==> config.mk <==
export PLATFORM = sky130hd
export DESIGN_NAME = min_heap_priority_queue_unit_flat
export DESIGN_NICKNAME = d
export VERILOG_FILES = /design/src/rtl/mhpq_pkg.sv /design/src/rtl/mhpq_if.sv /design/src/rtl/mhpq_ram.sv /design/src/rtl/mhpq_seq.sv /design/src/rtl/mhpq_dp.sv /design/src/rtl/min_heap_priority_queue_unit.sv /design/src/flat_wrapper.sv
export SDC_FILE = /design/constraint.sdc
export NUM_CORES = 2
export LEC_CHECK = 0
export BUFFER_PORTS_ARGS = -buffer_cell sky130_fd_sc_hd__buf_2
export CAP_MARGIN = 20
export CORE_UTILIZATION = 49
export DETAILED_ROUTE_END_ITERATION = 16
export GPL_ROUTABILITY_DRIVEN = 1
export HOLD_SLACK_MARGIN = 0.12
export SYNTH_ARGS = -nofsm -noshare
export SYNTH_HDL_FRONTEND = slang
export SYNTH_SLANG_ARGS = --single-unit
export TNS_END_PERCENT = 100
==> constraint.sdc <==
create_clock -name clk -period 7.65 [get_ports clk]
set_input_delay 0.3825 -clock clk [delete_from_list [all_inputs] [get_ports clk]]
set_output_delay 0.3825 -clock clk [all_outputs]
set_load 0.03 [all_outputs]
==> src/rtl/mhpq_pkg.sv <==
// Package of the min-heap priority queue unit: codes, control word and flag types,
// and the microprogram ROM. No dependencies.
`default_nettype none

package mhpq_pkg;

  localparam int DATA_W   = 32;
  localparam int STATUS_W = 2;
  localparam int OP_W     = 4;
  localparam int COND_W   = 4;
  localparam int PC_W     = 5;

  typedef logic [STATUS_W-1:0] status_t;
  typedef logic [OP_W-1:0]     op_t;
  typedef logic [COND_W-1:0]   cond_t;
  typedef logic [PC_W-1:0]     pc_t;

  localparam status_t ST_OK    = 2'd0;
  localparam status_t ST_EMPTY = 2'd1;
  localparam status_t ST_FULL  = 2'd2;

  localparam logic MODE_INSERT  = 1'b0;
  localparam logic MODE_EXTRACT = 1'b1;

  localparam op_t OP_NONE      = 4'd0;
  localparam op_t OP_LATCH     = 4'd1;
  localparam op_t OP_INS_INIT  = 4'd2;
  localparam op_t OP_RD_PARENT = 4'd3;
  localparam op_t OP_MOVE_UP   = 4'd4;
  localparam op_t OP_WR_KEY    = 4'd5;
  localparam op_t OP_RD_ROOT   = 4'd6;
  localparam op_t OP_TAKE_MIN  = 4'd7;
  localparam op_t OP_LOAD_KEY  = 4'd8;
  localparam op_t OP_RD_LEFT   = 4'd9;
  localparam op_t OP_RD_RIGHT  = 4'd10;
  localparam op_t OP_MOVE_DOWN = 4'd11;
  localparam op_t OP_SET_FULL  = 4'd12;
  localparam op_t OP_SET_EMPTY = 4'd13;
  localparam op_t OP_EMIT      = 4'd14;

  localparam cond_t C_ALWAYS    = 4'd0;
  localparam cond_t C_IN_VALID  = 4'd1;
  localparam cond_t C_MODE_EXT  = 4'd2;
  localparam cond_t C_FULL      = 4'd3;
  localparam cond_t C_EMPTY     = 4'd4;
  localparam cond_t C_AT_ROOT   = 4'd5;
  localparam cond_t C_PARENT_GT = 4'd6;
  localparam cond_t C_NO_LEFT   = 4'd7;
  localparam cond_t C_CHILD_LT  = 4'd8;
  localparam cond_t C_OUT_FREE  = 4'd9;

  localparam pc_t S_IDLE     = 5'd0;
  localparam pc_t S_DISPATCH = 5'd1;
  localparam pc_t S_INS0     = 5'd2;
  localparam pc_t S_INS1     = 5'd3;
  localparam pc_t S_UP0      = 5'd4;
  localparam pc_t S_UP1      = 5'd5;
  localparam pc_t S_PLACE    = 5'd6;
  localparam pc_t S_EXT0     = 5'd7;
  localparam pc_t S_EXT1     = 5'd8;
  localparam pc_t S_EXT2     = 5'd9;
  localparam pc_t S_EXT3     = 5'd10;
  localparam pc_t S_DN0      = 5'd11;
  localparam pc_t S_DN1      = 5'd12;
  localparam pc_t S_DN2      = 5'd13;
  localparam pc_t S_FAILF    = 5'd14;
  localparam pc_t S_FAILE    = 5'd15;
  localparam pc_t S_DONE     = 5'd16;

  typedef struct packed {
    op_t   op;
    cond_t cond;
    pc_t   t_true;
    pc_t   t_false;
  } ctrl_t;

  typedef struct packed {
    logic in_valid;
    logic mode_ext;
    logic full;
    logic empty;
    logic at_root;
    logic parent_gt;
    logic no_left;
    logic child_lt;
    logic out_free;
  } flags_t;

  function automatic ctrl_t cw(op_t op, cond_t cond, pc_t t_true, pc_t t_false);
    ctrl_t w;
    w.op      = op;
    w.cond    = cond;
    w.t_true  = t_true;
    w.t_false = t_false;
    return w;
  endfunction

  function automatic ctrl_t ucode(pc_t pc);
    ctrl_t w;
    case (pc)
      S_IDLE:     w = cw(OP_LATCH,     C_IN_VALID,  S_DISPATCH, S_IDLE);
      S_DISPATCH: w = cw(OP_NONE,      C_MODE_EXT,  S_EXT0,     S_INS0);
      S_INS0:     w = cw(OP_NONE,      C_FULL,      S_FAILF,    S_INS1);
      S_INS1:     w = cw(OP_INS_INIT,  C_ALWAYS,    S_UP0,      S_UP0);
      S_UP0:      w = cw(OP_RD_PARENT, C_AT_ROOT,   S_PLACE,    S_UP1);
      S_UP1:      w = cw(OP_MOVE_UP,   C_PARENT_GT, S_UP0,      S_PLACE);
      S_PLACE:    w = cw(OP_WR_KEY,    C_ALWAYS,    S_DONE,     S_DONE);
      S_EXT0:     w = cw(OP_NONE,      C_EMPTY,     S_FAILE,    S_EXT1);
      S_EXT1:     w = cw(OP_RD_ROOT,   C_ALWAYS,    S_EXT2,     S_EXT2);
      S_EXT2:     w = cw(OP_TAKE_MIN,  C_ALWAYS,    S_EXT3,     S_EXT3);
      S_EXT3:     w = cw(OP_LOAD_KEY,  C_ALWAYS,    S_DN0,      S_DN0);
      S_DN0:      w = cw(OP_RD_LEFT,   C_NO_LEFT,   S_PLACE,    S_DN1);
      S_DN1:      w = cw(OP_RD_RIGHT,  C_ALWAYS,    S_DN2,      S_DN2);
      S_DN2:      w = cw(OP_MOVE_DOWN, C_CHILD_LT,  S_DN0,      S_PLACE);
      S_FAILF:    w = cw(OP_SET_FULL,  C_ALWAYS,    S_DONE,     S_DONE);
      S_FAILE:    w = cw(OP_SET_EMPTY, C_ALWAYS,    S_DONE,     S_DONE);
      S_DONE:     w = cw(OP_EMIT,      C_OUT_FREE,  S_IDLE,     S_DONE);
      default:    w = cw(OP_NONE,      C_ALWAYS,    S_IDLE,     S_IDLE);
    endcase
    return w;
  endfunction

endpackage

`default_nettype wire

==> src/rtl/mhpq_if.sv <==
// Request and result channel interfaces of the min-heap priority queue unit.
// Depends on mhpq_pkg for field widths.
`default_nettype none

interface mhpq_in_if;
  logic                               valid;
  logic                               ready;
  logic                               mode;
  logic signed [mhpq_pkg::DATA_W-1:0] value;

  modport source (output valid, output mode, output value, input ready);
  modport sink   (input valid, input mode, input value, output ready);
endinterface

interface mhpq_out_if;
  logic                               valid;
  logic                               ready;
  logic signed [mhpq_pkg::DATA_W-1:0] min_value;
  mhpq_pkg::status_t                  status;
  logic                               is_empty;

  modport source (output valid, output min_value, output status, output is_empty, input ready);
  modport sink   (input valid, input min_value, input status, input is_empty, output ready);
endinterface

`default_nettype wire

==> src/rtl/mhpq_ram.sv <==
// Generic single-write, single-read RAM with registered read data.
// No dependencies.
`default_nettype none

module mhpq_ram #(
  parameter int WIDTH = 32,
  parameter int DEPTH = 64
) (
  input  wire logic                     clk,
  input  wire logic                     we,
  input  wire logic [$clog2(DEPTH)-1:0] waddr,
  input  wire logic [WIDTH-1:0]         wdata,
  input  wire logic [$clog2(DEPTH)-1:0] raddr,
  output logic      [WIDTH-1:0]         rdata
);

  logic [WIDTH-1:0] mem [DEPTH];
  logic [WIDTH-1:0] rdata_r;

  always_ff @(posedge clk) begin
    if (we) begin
      mem[waddr] <= wdata;
    end
    rdata_r <= mem[raddr];
  end

  assign rdata = rdata_r;

endmodule

`default_nettype wire

==> src/rtl/mhpq_seq.sv <==
// Microcode sequencer: step counter, control ROM lookup and conditional branch.
// Depends on mhpq_pkg.
`default_nettype none

module mhpq_seq (
  input  wire logic             clk,
  input  wire logic             rst_n,
  input  wire mhpq_pkg::flags_t flags,
  output mhpq_pkg::ctrl_t       ctrl
);

  mhpq_pkg::pc_t pc_r;
  mhpq_pkg::pc_t pc_nxt;
  logic          taken;

  assign ctrl = mhpq_pkg::ucode(pc_r);

  always_comb begin
    case (ctrl.cond)
      mhpq_pkg::C_ALWAYS:    taken = 1'b1;
      mhpq_pkg::C_IN_VALID:  taken = flags.in_valid;
      mhpq_pkg::C_MODE_EXT:  taken = flags.mode_ext;
      mhpq_pkg::C_FULL:      taken = flags.full;
      mhpq_pkg::C_EMPTY:     taken = flags.empty;
      mhpq_pkg::C_AT_ROOT:   taken = flags.at_root;
      mhpq_pkg::C_PARENT_GT: taken = flags.parent_gt;
      mhpq_pkg::C_NO_LEFT:   taken = flags.no_left;
      mhpq_pkg::C_CHILD_LT:  taken = flags.child_lt;
      mhpq_pkg::C_OUT_FREE:  taken = flags.out_free;
      default:               taken = 1'b0;
    endcase
    pc_nxt = taken ? ctrl.t_true : ctrl.t_false;
  end

  always_ff @(posedge clk) begin
    if (!rst_n) begin
      pc_r <= mhpq_pkg::S_IDLE;
    end else begin
      pc_r <= pc_nxt;
    end
  end

endmodule

`default_nettype wire

==> src/rtl/mhpq_dp.sv <==
// Heap datapath: entry RAM, count, node pointer, moving key and result register.
// Depends on mhpq_pkg and mhpq_ram; driven by mhpq_seq control words.
`default_nettype none

module mhpq_dp #(
  parameter int CAPACITY = 64
) (
  input  wire logic                               clk,
  input  wire logic                               rst_n,
  input  wire mhpq_pkg::ctrl_t                    ctrl,
  output mhpq_pkg::flags_t                        flags,
  input  wire logic                               in_valid,
  output logic                                    in_ready,
  input  wire logic                               in_mode,
  input  wire logic signed [mhpq_pkg::DATA_W-1:0] in_value,
  output logic                                    out_valid,
  input  wire logic                               out_ready,
  output logic signed [mhpq_pkg::DATA_W-1:0]      out_min_value,
  output mhpq_pkg::status_t                       out_status,
  output logic                                    out_is_empty
);

  localparam int AW = $clog2(CAPACITY);
  localparam int NW = $clog2(CAPACITY + 1);
  localparam int DW = mhpq_pkg::DATA_W;

  logic [NW-1:0]        count_r, count_nxt;
  logic [NW-1:0]        node_r, node_nxt;
  logic signed [DW-1:0] key_r, key_nxt;
  logic signed [DW-1:0] lval_r, lval_nxt;
  logic signed [DW-1:0] min_r, min_nxt;
  mhpq_pkg::status_t    status_r, status_nxt;
  logic                 mode_r, mode_nxt;
  logic                 out_valid_r, out_valid_nxt;
  logic signed [DW-1:0] out_min_r, out_min_nxt;
  mhpq_pkg::status_t    out_status_r, out_status_nxt;
  logic                 out_empty_r, out_empty_nxt;

  logic                 we;
  logic [AW-1:0]        waddr;
  logic signed [DW-1:0] wdata;
  logic [AW-1:0]        raddr;
  logic [DW-1:0]        ram_rdata;
  logic signed [DW-1:0] rdata;

  logic [NW:0]          node_x2;
  logic [NW-1:0]        node_m1;
  logic [NW-1:0]        parent;
  logic [NW-1:0]        parent_m1;
  logic [NW:0]          left_m1;
  logic [NW:0]          pick_node;
  logic [NW-1:0]        count_m1;
  logic [NW-1:0]        count_p1;
  logic                 right_exists;
  logic                 pick_right;
  logic signed [DW-1:0] pick_val;
  logic                 parent_gt;
  logic                 child_lt;
  logic                 out_free;

  mhpq_ram #(
    .WIDTH (DW),
    .DEPTH (CAPACITY)
  ) u_ram (
    .clk   (clk),
    .we    (we),
    .waddr (waddr),
    .wdata (wdata),
    .raddr (raddr),
    .rdata (ram_rdata)
  );

  assign rdata        = ram_rdata;
  assign node_x2      = {node_r, 1'b0};
  assign node_m1      = node_r - NW'(1);
  assign parent       = node_r >> 1;
  assign parent_m1    = parent - NW'(1);
  assign left_m1      = node_x2 - (NW + 1)'(1);
  assign count_m1     = count_r - NW'(1);
  assign count_p1     = count_r + NW'(1);
  assign right_exists = node_x2 < {1'b0, count_r};
  assign pick_right   = right_exists && !(lval_r < rdata);
  assign pick_val     = pick_right ? rdata : lval_r;
  assign pick_node    = pick_right ? (node_x2 + (NW + 1)'(1)) : node_x2;
  assign parent_gt    = rdata > key_r;
  assign child_lt     = pick_val < key_r;
  assign out_free     = !out_valid_r || out_ready;

  assign flags.in_valid  = in_valid;
  assign flags.mode_ext  = (mode_r == mhpq_pkg::MODE_EXTRACT);
  assign flags.full      = (count_r == NW'(CAPACITY));
  assign flags.empty     = (count_r == '0);
  assign flags.at_root   = (node_r == NW'(1));
  assign flags.parent_gt = parent_gt;
  assign flags.no_left   = node_x2 > {1'b0, count_r};
  assign flags.child_lt  = child_lt;
  assign flags.out_free  = out_free;

  assign in_ready = (ctrl.op == mhpq_pkg::OP_LATCH);

  always_comb begin
    count_nxt      = count_r;
    node_nxt       = node_r;
    key_nxt        = key_r;
    lval_nxt       = lval_r;
    min_nxt        = min_r;
    status_nxt     = status_r;
    mode_nxt       = mode_r;
    out_valid_nxt  = out_valid_r && !out_ready;
    out_min_nxt    = out_min_r;
    out_status_nxt = out_status_r;
    out_empty_nxt  = out_empty_r;
    we             = 1'b0;
    waddr          = node_m1[AW-1:0];
    wdata          = key_r;
    raddr          = '0;
    case (ctrl.op)
      mhpq_pkg::OP_LATCH: begin
        if (in_valid) begin
          mode_nxt   = in_mode;
          key_nxt    = in_value;
          status_nxt = mhpq_pkg::ST_OK;
          min_nxt    = '0;
        end
      end
      mhpq_pkg::OP_INS_INIT: begin
        count_nxt = count_p1;
        node_nxt  = count_p1;
      end
      mhpq_pkg::OP_RD_PARENT: begin
        raddr = parent_m1[AW-1:0];
      end
      mhpq_pkg::OP_MOVE_UP: begin
        we    = parent_gt;
        wdata = rdata;
        if (parent_gt) begin
          node_nxt = parent;
        end
      end
      mhpq_pkg::OP_WR_KEY: begin
        we = 1'b1;
      end
      mhpq_pkg::OP_RD_ROOT: begin
        raddr = '0;
      end
      mhpq_pkg::OP_TAKE_MIN: begin
        raddr     = count_m1[AW-1:0];
        min_nxt   = rdata;
        count_nxt = count_m1;
      end
      mhpq_pkg::OP_LOAD_KEY: begin
        key_nxt  = rdata;
        node_nxt = NW'(1);
      end
      mhpq_pkg::OP_RD_LEFT: begin
        raddr = left_m1[AW-1:0];
      end
      mhpq_pkg::OP_RD_RIGHT: begin
        raddr    = node_x2[AW-1:0];
        lval_nxt = rdata;
      end
      mhpq_pkg::OP_MOVE_DOWN: begin
        we    = child_lt;
        wdata = pick_val;
        if (child_lt) begin
          node_nxt = pick_node[NW-1:0];
        end
      end
      mhpq_pkg::OP_SET_FULL: begin
        status_nxt = mhpq_pkg::ST_FULL;
      end
      mhpq_pkg::OP_SET_EMPTY: begin
        status_nxt = mhpq_pkg::ST_EMPTY;
      end
      mhpq_pkg::OP_EMIT: begin
        if (out_free) begin
          out_valid_nxt  = 1'b1;
          out_min_nxt    = min_r;
          out_status_nxt = status_r;
          out_empty_nxt  = (count_r == '0);
        end
      end
      default: begin
      end
    endcase
  end

  always_ff @(posedge clk) begin
    if (!rst_n) begin
      count_r     <= '0;
      out_valid_r <= 1'b0;
    end else begin
      count_r     <= count_nxt;
      out_valid_r <= out_valid_nxt;
    end
  end

  always_ff @(posedge clk) begin
    node_r       <= node_nxt;
    key_r        <= key_nxt;
    lval_r       <= lval_nxt;
    min_r        <= min_nxt;
    status_r     <= status_nxt;
    mode_r       <= mode_nxt;
    out_min_r    <= out_min_nxt;
    out_status_r <= out_status_nxt;
    out_empty_r  <= out_empty_nxt;
  end

  assign out_valid     = out_valid_r;
  assign out_min_value = out_min_r;
  assign out_status    = out_status_r;
  assign out_is_empty  = out_empty_r;

endmodule

`default_nettype wire

==> src/rtl/min_heap_priority_queue_unit.sv <==
// Min-heap priority queue of signed 32-bit values, CAPACITY entries, one request at a
// time. Each request either inserts a value or extracts the minimum, and yields one
// result with the extracted value, a status code and the empty flag. A microcoded
// sequencer walks the heap one level per two steps on sift-up and three on sift-down,
// set by the single read port of the entry RAM and its registered read data. A result
// held by the consumer stalls the next request only once it reaches its result step,
// where the sequencer waits until the result register is free. There is no clearing
// pass after reset. Depends on mhpq_pkg, mhpq_if, mhpq_seq, mhpq_dp.
`default_nettype none

module min_heap_priority_queue_unit #(
  parameter int CAPACITY = 64
) (
  input wire logic   clk,
  input wire logic   rst_n,
  mhpq_in_if.sink    in_ch,
  mhpq_out_if.source out_ch
);

  mhpq_pkg::ctrl_t  ctrl;
  mhpq_pkg::flags_t flags;

  mhpq_seq u_seq (
    .clk   (clk),
    .rst_n (rst_n),
    .flags (flags),
    .ctrl  (ctrl)
  );

  mhpq_dp #(
    .CAPACITY (CAPACITY)
  ) u_dp (
    .clk           (clk),
    .rst_n         (rst_n),
    .ctrl          (ctrl),
    .flags         (flags),
    .in_valid      (in_ch.valid),
    .in_ready      (in_ch.ready),
    .in_mode       (in_ch.mode),
    .in_value      (in_ch.value),
    .out_valid     (out_ch.valid),
    .out_ready     (out_ch.ready),
    .out_min_value (out_ch.min_value),
    .out_status    (out_ch.status),
    .out_is_empty  (out_ch.is_empty)
  );

endmodule

`default_nettype wire

==> src/flat_wrapper.sv <==
// flat-port wrapper written by rule: the top's interface ports become plain ports
module min_heap_priority_queue_unit_flat 
#(
  parameter int CAPACITY = 64
)
  (clk, rst_n, in_ch_valid, in_ch_mode, in_ch_value, in_ch_ready, out_ch_valid, out_ch_min_value, out_ch_status, out_ch_is_empty, out_ch_ready);
  mhpq_in_if in_ch_i ();
  mhpq_out_if out_ch_i ();
  input wire logic clk;
  input wire logic rst_n;
  input wire logic [$bits(in_ch_i.valid)-1:0] in_ch_valid;
  input wire logic [$bits(in_ch_i.mode)-1:0] in_ch_mode;
  input wire logic [$bits(in_ch_i.value)-1:0] in_ch_value;
  output wire logic [$bits(in_ch_i.ready)-1:0] in_ch_ready;
  output wire logic [$bits(out_ch_i.valid)-1:0] out_ch_valid;
  output wire logic [$bits(out_ch_i.min_value)-1:0] out_ch_min_value;
  output wire logic [$bits(out_ch_i.status)-1:0] out_ch_status;
  output wire logic [$bits(out_ch_i.is_empty)-1:0] out_ch_is_empty;
  input wire logic [$bits(out_ch_i.ready)-1:0] out_ch_ready;
  assign in_ch_i.valid = in_ch_valid;
  assign in_ch_i.mode = in_ch_mode;
  assign in_ch_i.value = in_ch_value;
  assign in_ch_ready = in_ch_i.ready;
  assign out_ch_valid = out_ch_i.valid;
  assign out_ch_min_value = out_ch_i.min_value;
  assign out_ch_status = out_ch_i.status;
  assign out_ch_is_empty = out_ch_i.is_empty;
  assign out_ch_i.ready = out_ch_ready;
  min_heap_priority_queue_unit #(.CAPACITY(CAPACITY)) u_core (.clk(clk), .rst_n(rst_n), .in_ch(in_ch_i), .out_ch(out_ch_i));
endmodule
# Yosys cells after proc, flatten, opt, wreduce, memory -nomap -nowiden

Memory sizes are Yosys's and may differ from the RTL's. A register that Yosys moved wholly into a read port is not among the register bits.
Cells that the tools add are included.

Register bits after elaboration: 149
Latch bits: 0
RAM bits: 2048
Bits in read-only memories: 576
Input port bits: 37
Output and inout bits: 37
Word-level logic and storage cells: 92
Memories kept: 2

Memory list:

| name                  | words | width | read ports | clocked after Yosys merged registers in | wr ports | line            | source |
|---|---|---|---|---|---|---|---|
| u_core.u_dp.u_ram.mem | 64    | 32    | 1          | 1                                       | 1        | mhpq_ram.sv:17  | `logic [WIDTH-1:0] mem [DEPTH];` |
| (no name shown)       | 32    | 18    | 1          | 1                                       | 0        | mhpq_pkg.sv:100 | `case (pc)` |

Add/subtract/negate cells: 6
Multiply operators: 0
Div/mod/pow operators: 0
Magnitude comparators: 5
Equality and inequality tests: 27
Shift operators: 0
Muxes and demuxes: 22
Bitwise gates (word level): 0
Reductions and logical operators: 19

Operators by type and width:

| kind                | number |
|---|---|
| $pmux 32 s2         | 3 |
| $mux 32             | 3 |
| $lt 32x32->1        | 2 |
| $eq 4x4->1 const B  | 9 |
| $gt 32x32->1        | 1 |
| $eq 4x3->1 const B  | 7 |
| $pmux 7 s4          | 1 |
| $pmux 6 s4          | 1 |
| $mux 7              | 3 |
| $sub 6x1->6 const B | 3 |
| $eq 4x2->1 const B  | 4 |
| $add 7x1->7 const B | 2 |
| $pmux 7 s2          | 1 |
| $mux 5              | 2 |
| $pmux 1 s10         | 1 |
| $reduce_and 2->1    | 5 |
| $eq 4x1->1 const B  | 2 |
| $gt 8x7->1          | 1 |
| $lt 8x7->1          | 1 |
| $eq 7x1->1 const B  | 1 |
| $eq 7x7->1 const B  | 1 |
| $logic_not 7->1     | 1 |
| $sub 7x1->7 const B | 1 |
| $ne 2x2->1 const B  | 3 |
| 12 further kinds    | 20 |

# Depth between registers and ports, before layout

Depth in word-level cells: 8
Mapped depth: 29
Gate-level depth less buffers: 27

# Modules after synthesis

From an unflattened synthesis, not the netlist that was laid out.

Cell total of the unflattened synthesis: 4428
Area total of the unflattened synthesis: 89265.6 sq um

By module, submodules not included:

| module   | times used | cells each | area each (sq um) | seq. area each (sq um) |
|---|---|---|---|---|
| mhpq_ram | 1          | 3324       | 78515.3           | 62139.6 |
| mhpq_dp  | 1          | 930        | 9342.7            | 4394.2 |
| mhpq_seq | 1          | 174        | 1407.6            | 360.3 |

# Least setup slack after synthesis

No wires, ideal clock.

Kind: register to register
Start: register u_core.u_dp.count_r[5]
End: memory u_core.u_dp.u_ram.mem[16][0], enable pin
Setup time: 461 ps
Arrival time: 6575 ps
Data required time: 7189 ps
Path slack: 614 ps
Stages on the path, launching flop included: 24
Buffers on the path: 3
Period minus slack after synthesis: 7036 ps
Cell sequence: dfxtp_1 > clkbuf_1 > inv_1 > ha_1 > a21o_1 > a211o_1 > o21bai_1 > a21oi_1 > nand2_1 > clkbuf_1 > nand2_1 > o21ai_0 > ha_1 > or3_1 > a2111oi_2 > o21ai_1 > a311oi_2 > nand3_1 > or2_1 > a21oi_1 > nand2b_1 > nand2b_1 > clkbuf_1 > nor3_1

Cells in the longest elaborated chain, start to end: 7

Ends and longest elaborated chain:

| item                         | line           | source |
|---|---|---|
| start, declared              | mhpq_dp.sv:27  | `logic [NW-1:0] count_r, count_nxt;` |
| start signal, assigned       | mhpq_dp.sv:193 | `count_r <= count_nxt;` |
| $lt 8x7->1                   | mhpq_dp.sv:81  | `assign right_exists = node_x2 < {1'b0, count_r};` |
| $logic_and 1x1->1            | mhpq_dp.sv:82  | `assign pick_right = right_exists && !(lval_r < rdata);` |
| $mux 32                      | mhpq_dp.sv:83  | `assign pick_val = pick_right ? rdata : lval_r;` |
| $lt 32x32->1                 | mhpq_dp.sv:86  | `assign child_lt = pick_val < key_r;` |
| $pmux 1 s3                   | mhpq_dp.sv:117 | `case (ctrl.op)` |
| $mux 1                       | mhpq_ram.sv:21 | `if (we) begin` |
| $mux 1 (implied by the code) | mhpq_ram.sv:22 | `mem[waddr] <= wdata;` |
| end, declared                | mhpq_ram.sv:17 |  |

Every way passes these cells.

# Final worst setup path

Start: register u_core.u_dp.count_r[4]
End: memory u_core.u_dp.u_ram.mem[9][28], enable pin

The elaborated chain is that of the path after synthesis.

==> results.json <==
{
  "rsz0062_at_grt": "false",
  "yosys-top-cells-count": "2189 x edfxtp_1, 512 x mux4_2, 465 x nand2_1",
  "start_util": 0.495,
  "start_kind": "register",
  "drt_wl_total_um": 247000,
  "yosysWarnings": 0,
  "hold_viol_final": 0,
  "synth_xor_area_frac": 0.00253,
  "multiInputGateArea_um2": 22000,
  "avgSynthCellArea_um2": 18.9,
  "fin_nets": 5158,
  "power_density_nw_per_um2": 359,
  "cts_buffers": 222,
  "h-tree-depth": 4,
  "detail_route.vias_per_cell": 6.29,
  "skew_ns": 0.0409,
  "synthToLayoutAreaGrowth_pct": 13.5,
  "globalRouteMet3Util": 0.0469,
  "netlist_area_um2": 89900,
  "synthTopCellsByArea": "edfxtp_1 73%, mux4_2 13%, nand2_1 1.9%, ha_1 1.6%, a211oi_1 1.4%",
  "synth_fp_nets": 4902,
  "hpwl_um": 149000,
  "overflow": 0,
  "reg2reg_to": "u_core.u_dp.u_ram.mem[9][28]",
  "post_cts_buffers": 0,
  "synth_top_family_by_area": "multiplexers",
  "synth_most_common_cell": "edfxtp_1",
  "clk_pin_slew_ns": 0.06,
  "synth_seq_cells": 2247,
  "finalCritPeriodShare": 0.899,
  "muxShareOfSynthArea": 0.131,
  "yosysSeqAreaShare": 0.744,
  "tightest_slew_ns": 1.19,
  "fp-row-count": 156,
  "path_class": "reg2reg",
  "setup_viol": 0,
  "r2r-start": "u_core.u_dp.count_r[4]",
  "dieArea_um2": 185000,
  "synthFlopType": "edfxtp_1",
  "drt-wirelength-per-cell_um": 32.6,
  "cts_buffer_depth": 3,
  "coreArea_um2": 182000,
  "crit_arrival_ns": 7.40,
  "startpoint": "u_core.u_dp.count_r[4]",
  "fill_cells": 13800,
  "crit_path_end_kind": "register",
  "cp.required_ns": 8.17,
  "synthDistinctLibCells": 74,
  "clock_sinks": 2247,
  "cts_tree": "done",
  "drive_above_1_share": 0.239,
  "hp-class": "in2reg",
  "synth_edf_count": 2189,
  "place.gp.congestion": 0.871,
  "crit_family": "compound AO/OA/AOI/OAI gates",
  "grt_pass1_vias": 46500,
  "critPathSlowestCell": "nor3_2",
  "use_met2": 0.407,
  "hold_slack_ns": 0.250,
  "synth_top_area_cell": "edfxtp_1",
  "synth_top_area_frac": 0.732,
  "clock-root-buffer": "clkbuf_16",
  "synthAdderAreaFrac": 0.0159,
  "endpoint": "u_core.u_dp.u_ram.mem[9][28]",
  "clock_latency_ns": 0.87,
  "reg2regPathDepth": 22,
  "cp.depth": 22,
  "dieWidth_um": 430,
  "cp_slowest_stage_delay_ns": 0.75,
  "busiest_layer": "met2",
  "regArea_um2": 66900,
  "crit_fanout": 24,
  "status": "finished clean",
  "grt_max_degree": 119,
  "instances_no_fill": 7575,
  "drc_errors": 0,
  "dp.cells": 7113,
  "grt_use_met1": 0.395,
  "grt_first_pass_wirelength_um": 350000,
  "die_height_um": 430,
  "slew_violations": 0,
  "pin_count": 74,
  "synth-async-reset-ratio": 0,
  "slew_headroom": 0.201,
  "syn_inst": 4751,
  "peakVddDrop_uv": 266,
  "vias": 47700,
  "layout_min_cycle_time_ns": 6.88,
  "path_buf_inv": 3,
  "synth-simple-area-share": 0.0427,
  "synth-compound-area-share": 0.0468,
  "drtIter0Drc": 6382,
  "antenna_found_initial": 16,
  "port_buffers": 73,
  "final_antenna_net_count": 0,
  "max_freq_ghz": 0.145,
  "crit_top_cell": "a21oi_1",
  "dr.pass1.iters": 6,
  "maxCapViolCount": 0,
  "min_path_cells": 2,
  "path_cells": "clkinv_1 -> ha_1 -> a21o_1 -> a211o_1 -> o21bai_1 -> a21oi_1 -> nand2_1 -> buf_4 -> o21ai_0 -> ha_1 -> a21oi_1 -> o41ai_1 -> a211oi_1 -> o21ai_0 -> a311oi_2 -> nand3_1 -> or2_1 -> a21oi_1 -> nand2b_1 -> nand2b_2 -> nor3_2 -> buf_4",
  "p_leak_nw": 32.9,
  "grt.total_usage": 0.268,
  "cts_resized": 0,
  "reg2reg_slack_ns": 0.77,
  "fin_tns_setup_ns": 0
}
-- kinds of logic after synthesis --
group	after synthesis
AND/OR/NAND/NOR	848
adder cells (fa/ha/maj)	114
XOR/XNOR	26
AO/OA/AOI/OAI	619
multiplexers	531
flip-flops	2247
buffers and inverters	366
-- metrics by stage --
| step | area, um2 | util | total power, mW | setup slack (ns) |
|---|---|---|---|---|
| 3_5_place_dp | 94200 | 0.519 | 25.8 | 0.881 |
| 6_report | 102000 | 0.562 | 36.6 | 0.773 |
| 4_1_cts | 102000 | 0.561 | 36.7 | 0.845 |
| 5_1_grt | 102000 | 0.562 | 37.7 | 0.147 |
| 3_3_place_gp | 94200 | 0.519 | 25.7 | 0.844 |
| 2_1_floorplan | 89900 | - | 21.1 | 0.614 |
-- placed cells by master, fill, tap and decap left out, types with 9 or more instances in the layout --
cell	synthesis	final
a211oi_1	172	172
a21oi_1	115	115
a22oi_1	41	41
a311oi_1	64	64
a31oi_1	67	67
and2_1	131	131
buf_12	0	18
buf_2	111	73
buf_4	1	181
bufinv_16	0	27
clkbuf_1	152	35
clkbuf_16	0	225
clkinv_1	3	64
clkinv_2	0	53
dfxtp_1	58	58
dlygate4sd3_1	0	36
edfxtp_1	2189	2189
ha_1	114	114
inv_1	84	84
mux2i_1	9	9
mux4_2	512	512
nand2_1	465	430
nand2_2	0	24
nand2_4	0	11
nand3_1	22	21
nand4_1	16	16
nor2_1	85	82
nor2b_1	10	10
nor3_1	81	15
nor3_2	2	68
o21ai_0	86	86
xnor2_1	19	19
-- where the power goes --
part	switching [mW]	leakage [nW]	internal, mW	total (mW)
Clock	4.68	3.59	6.29	11.0
Combinational	7.28	9.09	3.03	10.3
Sequential	0.258	20.2	15.1	15.3
Total	12.2	32.9	24.4	36.6
-- area by class of cell --
type / count / share of cell area
clock buffer: 260 / 0.0565
sequential: 2247 / 0.656
inverter: 88 / 0.00324
timing repair buffer: 310 / 0.0243
multi-input combinational: 2138 / 0.216
tap: 2370 / 0.0291
antenna: 1 / 0.0000245
clock inverter: 161 / 0.0150
-- layer usage --
layer	wire (um)	vias up
met5	13	-
met1	103000	25200
met3	21600	345
li1	-	19900
met2	114000	2216
met4	8740	2
-- worst min-delay path by stage --
| stage | startpoint | to | slack (ns) |
|---|---|---|---|
| after floorplan | u_core.u_dp.min_r[0] | u_core.u_dp.out_min_value[0] | 0.40 |
| after global placement | u_core.u_dp.min_r[12] | u_core.u_dp.out_min_value[12] | 0.40 |
| after detailed placement | u_core.u_dp.min_r[17] | u_core.u_dp.out_min_value[17] | 0.40 |
| after CTS | in_ch_mode | u_core.u_dp.mode_r | 0.19 |
| after global routing | in_ch_mode | u_core.u_dp.mode_r | 0.24 |
| final | in_ch_mode | u_core.u_dp.mode_r | 0.25 |
-- registers in the layout (all words and copies together), names as in the netlist, 2 cells and up --
register / cells
u_core.u_dp.count_r: 7
u_core.u_dp.key_r: 32
u_core.u_dp.lval_r: 32
u_core.u_dp.min_r: 32
u_core.u_dp.node_r: 7
u_core.u_dp.out_min_value: 32
u_core.u_dp.out_status: 2
u_core.u_dp.status_r: 2
u_core.u_dp.u_ram.mem: 2048
u_core.u_dp.u_ram.rdata: 32
u_core.u_seq.ctrl: 18
-- what timing repair did --
action,in CTS,in global routing
hold buffers,36,0
endpoints found under the setup margin,0,0
endpoints found under the hold margin,49,0
Power figures use the tool's default switching activity.
